===== config.mk =====
export PLATFORM = sky130hd
export DESIGN_NAME = oce_cell
export DESIGN_NICKNAME = d
export VERILOG_FILES = /design/src/hw/rtl/oce_pkg.sv /design/src/hw/rtl/oce_cell.sv
export SDC_FILE = /design/constraint.sdc
export NUM_CORES = 1
export LEC_CHECK = 0
export BUFFER_PORTS_ARGS = -buffer_cell sky130_fd_sc_hd__clkbuf_2
export CORE_ASPECT_RATIO = 1.5
export CORE_MARGIN = 10
export CORE_UTILIZATION = 47
export DETAILED_ROUTE_END_ITERATION = 10
export PLACE_DENSITY = 0.86
export SYNTH_ARGS = -nofsm -noshare
export SYNTH_HDL_FRONTEND = slang
export SYNTH_SLANG_ARGS = --single-unit

===== constraint.sdc =====
create_clock -name clk -period 6.35 [get_ports clk]
set_input_delay 0.3175 -clock clk [delete_from_list [all_inputs] [get_ports clk]]
set_output_delay 0.3175 -clock clk [all_outputs]
set_load 0.02 [all_outputs]

===== src/hw/rtl/oce_pkg.sv =====
// Shared types and constants for the order crossover engine.
`default_nettype none

package oce_pkg;

	// Field widths fixed by the interface.
	localparam int TASK_W = 16;
	localparam int NODE_W = 16;
	localparam int POS_W  = 6;
	localparam int LEN_W  = 7;

	// Chromosome length after reset.
	localparam logic [LEN_W-1:0] LEN_RESET = 7'd64;

	// Command codes.
	localparam logic CMD_LOAD = 1'b0;
	localparam logic CMD_RUN  = 1'b1;

	// Result status codes.
	localparam logic ST_OK        = 1'b0;
	localparam logic ST_BAD_SLICE = 1'b1;

	// One gene: a task id with the node id that travels with it.
	typedef struct packed {
		logic [TASK_W-1:0] task_id;
		logic [NODE_W-1:0] node_id;
	} gene_t;

	// A second-parent gene moving round the ring, with its slice-hit flag.
	typedef struct packed {
		gene_t gene;
		logic  hit;
	} token_t;

	// Controls broadcast from the sequencer to every cell.
	typedef struct packed {
		logic load;
		logic init;
		logic cmp;
		logic p2_rot;
		logic off_rot;
	} cell_ctrl_t;

	// Run sequencer states.
	typedef enum logic [2:0] {
		S_IDLE,
		S_MATCH,
		S_FILL,
		S_ALIGN,
		S_EMIT
	} state_t;

endpackage

`default_nettype wire


===== src/hw/rtl/oce_cell.sv =====
// One gene position of the crossover ring: both parents, the offspring and the slice flags.
`default_nettype none

module oce_cell (
	input  wire logic                clk,
	input  wire oce_pkg::cell_ctrl_t ctrl,
	input  wire logic                ld_sel,
	input  wire logic                in_slice,
	input  wire logic                active,
	input  wire logic                is_tail,
	input  wire oce_pkg::gene_t      ld_p1,
	input  wire oce_pkg::gene_t      ld_p2,
	input  wire oce_pkg::token_t     tok_nbr,
	input  wire oce_pkg::token_t     tok_wrap,
	input  wire oce_pkg::gene_t      off_nbr,
	input  wire oce_pkg::gene_t      off_wrap,
	output oce_pkg::token_t          tok_out,
	output oce_pkg::gene_t           off_out
);

	oce_pkg::gene_t  p1_q;
	oce_pkg::gene_t  p2_q;
	oce_pkg::gene_t  off_q;
	logic            hit_q;
	logic            slice_q;
	logic            hit_now;
	oce_pkg::token_t tok_sel;
	oce_pkg::gene_t  off_sel;

	// The passing token picks up a hit when this slice cell holds the same task id.
	always_comb begin
		hit_now = hit_q | (ctrl.cmp & slice_q & (p1_q.task_id == p2_q.task_id));
		tok_out = '{gene: p2_q, hit: hit_now};
		off_out = off_q;
		tok_sel = is_tail ? tok_wrap : tok_nbr;
		off_sel = is_tail ? off_wrap : off_nbr;
	end

	// First parent is written by loads only and never moves.
	always_ff @(posedge clk) begin
		if (ctrl.load && ld_sel) begin
			p1_q <= ld_p1;
		end
	end

	// Second parent is loaded in place and rotates during a run, carrying its hit flag.
	always_ff @(posedge clk) begin
		if (ctrl.load && ld_sel) begin
			p2_q <= ld_p2;
		end else if (ctrl.init) begin
			hit_q <= 1'b0;
		end else if (ctrl.p2_rot && active) begin
			p2_q  <= tok_sel.gene;
			hit_q <= tok_sel.hit;
		end
	end

	// Offspring starts as the kept slice with zeros elsewhere, then rotates as it is filled, realigned and emitted.
	always_ff @(posedge clk) begin
		if (ctrl.init) begin
			slice_q <= in_slice;
			off_q   <= in_slice ? p1_q : '0;
		end else if (ctrl.off_rot && active) begin
			off_q <= off_sel;
		end
	end

endmodule

`default_nettype wire


# Word level (Yosys, flattened, before mapping)
# Cells that the tools add are included.
# totals
regBits,98
in_bits,204
output_inout_bits,65
elab_cells,31
# op_classes
n_eq_ne,2
n_mux,9
bitwise,4
reduce_logical,8
# op_table
operator,count
$mux 32,7
$mux 33,1
$eq 16x16->1,1
$reduce_bool 2->1,3
$reduce_and 2->1,2
$logic_and 1x1->1,3
$and 1x1->1,2
$ne 2x1->1 const B,1
$mux 1,1
$not 1->1,1
$or 1x1->1,1

# Longest topological paths before layout
# depth
ltp_word,4
ltp_mapped,6
depth_no_buf,4

# Worst setup path before layout
# Ideal clock, no wire load.
# synth_path
path_kind,input-to-reg
start,input port ctrl[3] (netlist name)
end,"register p2_q, in the netlist tok_out[10] (enable)"
setup_ns,0.428
arrival_time_ns,2.212
required_time_ns,5.922
setup_slack_ns,3.710
stages,3
n_path_buf,2
cell_sequence,buf_4 -> clkbuf_1 -> o21bai_1
# synth_via
elab_chain_cells,2
# synth_lines
element,line,text
start: declaration,oce_cell.sv:6,"input wire oce_pkg::cell_ctrl_t ctrl,"
$ne 2x1->1 (no line),--,
$reduce_and 2->1 (no line),--,
end signal: assignment,oce_cell.sv:49,p2_q <= ld_p2;
end signal: assignment,oce_cell.sv:53,p2_q <= tok_sel.gene;
end: declaration,oce_cell.sv:22,oce_pkg::gene_t p2_q;
# No other way between the ends.
# A chain may end at the register's enable or synchronous reset.

==> impl_metrics.ini <==
[placed_design]
dpl.hpwl_microns = 11300
routabilityCongestion = 0.793
portBuffers = 268
place_ws_ns = 3.96
dp.cells = 702
dpl-instance-area_sq_mm = 0.00589

[final_layout]
final_common_cell = clkbuf_2
area_growth_pct = 37.1
fin_cells = 718
n_antenna_cell = 0
finalNetCount = 805
final_util = 0.665
mostFrequentLayoutCells = 267 x clkbuf_2, 98 x edfxtp_1, 65 x mux2i_1
drive_gt1_frac = 0.472
postLayoutCellArea_sq_mm = 0.00622

[floorplanning]
initial_core_util = 0.485
dieArea_sq_mm = 0.0141
rows = 43
die_y_microns = 140
dieWidth_microns = 100
core_area_sq_mm = 0.00936
ios = 269

[timing]
post-route-period-util = 0.354
fin_crit_ns = 2.25
tns_ns = 0
fmax_ghz = 0.445
worst_slack_ns = 4.10
worst_pin_slew_ns = 1.14
timing.hold.ws_ns = 0.156
skew_ns = 0.00396
finalSetupViolCount = 0
slew_headroom = 0.242
slew_viol_final = 0
finalHoldViolCount = 0
rsz0062_at_grt = false

[route]
drt_iter0_markers = 76
vias_per_cell = 5.10
wl_per_cell_microns = 19.3
ant_nets = 0
vias = 3661
routed_wl_microns = 13900
route.detailed.drc = 0
first_pass_iters = 4

[clock_tree]
cts.path.max_buffers = 2
cts_setup_buffers = 0
numCtsBuffers = 9
cts_resized = 0
root_buffer = clkbuf_16
clk_pin_slew_ns = 0.06
ctsHtreeMaxLevel = 3
cts_tree = yes
cts_sinks = 98
clk_latency_ns = 0.33
ctsHoldBuffers = 0

[yosys]
netlist_area_sq_mm = 0.00454
synth_area_per_cell_sq_um = 13.2
ys_warn_count = 0
synth_xor_area_frac = 0.0309
yosysSeqAreaShare = 0.648
syn-num-nets = 548
synth-compound-area-share = 0.0772
synth_cell_types = 21
synthAdderAreaFrac = 0
synth_top_family_by_area = multiplexers
ys_ff_latch = 98
yosys.area_share.simple = 0.0662
synthCells = 344
muxShareOfSynthArea = 0.143

[grt]
grt_pass1_wl_microns = 21100
grt_use_total = 0.192
gr-total-overflow = 0
grt_max_degree = 99
grt_pass1_vias = 4074
antenna_found_initial = 0

[status]
status = finished, final reports clean

[critical_path]
cp_max_fo = 2
cp.required_ns = 6.03
end_kind = output pin
worstSetupPathType = reg -> out
startpoint_type = flip-flop
arrival_ns = 1.93

[flow_run]
maxCapViolCount = 0

[power]
p_leak_nw = 2.87
max-vdd-ir-drop_v = 0.000158
p_total_mw = 1.69
power_density_mw_per_mm2 = 272

[hold_path]
min_path_type = in -> reg
[Yosys cell counts]
cell type | n | area (sq um)
o21bai_1 | 1 | 7.51
nand4_1 | 3 | 18.8
a21oi_1 | 1 | 5.00
buf_4 | 6 | 45.0
and2_0 | 1 | 6.26
buf_6 | 5 | 56.3
edfxtp_1 | 98 | 2940
o21ai_1 | 50 | 250
nand3_1 | 1 | 5.00
o21ai_0 | 14 | 70.1
xnor2_1 | 16 | 140
clkbuf_1 | 6 | 22.5
nor4_1 | 1 | 6.26
buf_2 | 6 | 30.0
nand3_2 | 1 | 10.0
a41o_1 | 1 | 10.0
mux2i_1 | 65 | 651
nor2_1 | 2 | 7.51
and2_1 | 1 | 6.26
a21o_1 | 1 | 7.51
nand2_1 | 64 | 240
[sequential cells by signal, summed over array words and instances (netlist names)]
signal / flops
p1_q: 32
off_out: 32
slice_q: 1
hit_q: 1
tok_out: 32
[metal layers]
metal  up-vias  share of wire  track usage  wire [microns]
met1      1649           0.35        0.190            4810
li1       1778              -            -               -
met3        23           0.11       0.0827            1540
met4         0          0.024       0.0799             328
met5         -              0            0               0
met2       211           0.52        0.338            7200
[final timing paths]
path | end | start | slack, ns | cells after the start
worst max-delay path | tok_out[0] | p1_q[19]$_DFFE_PP_ | 4.10 | 5
worst min-delay path | p1_q[18]$_DFFE_PP_ | ld_p1[18] | 0.16 | 1
worst max register to register | off_out[28]$_DFFE_PP_ | p1_q[28]$_DFFE_PP_ | 5.43 | 2
worst min register to register | off_out[10]$_DFFE_PP_ | p1_q[10]$_DFFE_PP_ | 0.54 | 2
[worst max-delay path, stage by stage, from the launching register on]
cell	delay, ns
edfxtp_1	0.41
xnor2_1	0.26
nand4_1	0.14
nor4_1	0.38
a41o_1	0.23
clkbuf_2	0.18
[power breakdown]
part / leakage [nW] / internal (mW) / switching (mW)
clock: 0.164 / 0.381 / 0.220
sequential: 0.953 / 0.785 / 0.0249
combinational: 1.75 / 0.118 / 0.164
total: 2.87 / 1.28 / 0.409
[final cells by class]
cell class,count,area [sq um]
Sequential cell,98,2940
Clock buffer,9,225
Multi-Input combinational cell,223,1460
Tap cell,112,140
Clock inverter,7,108
Timing Repair Buffer,269,1350
Fill cell,737,3140
[cell families after synthesis]
kind of cell | count (synthesis)
AO/OA/AOI/OAI | 68
XOR/XNOR | 16
buffers and inverters | 23
flip-flops | 98
multiplexers | 65
AND/OR/NAND/NOR | 74
Note: power is estimated with default switching activity, not from simulation.
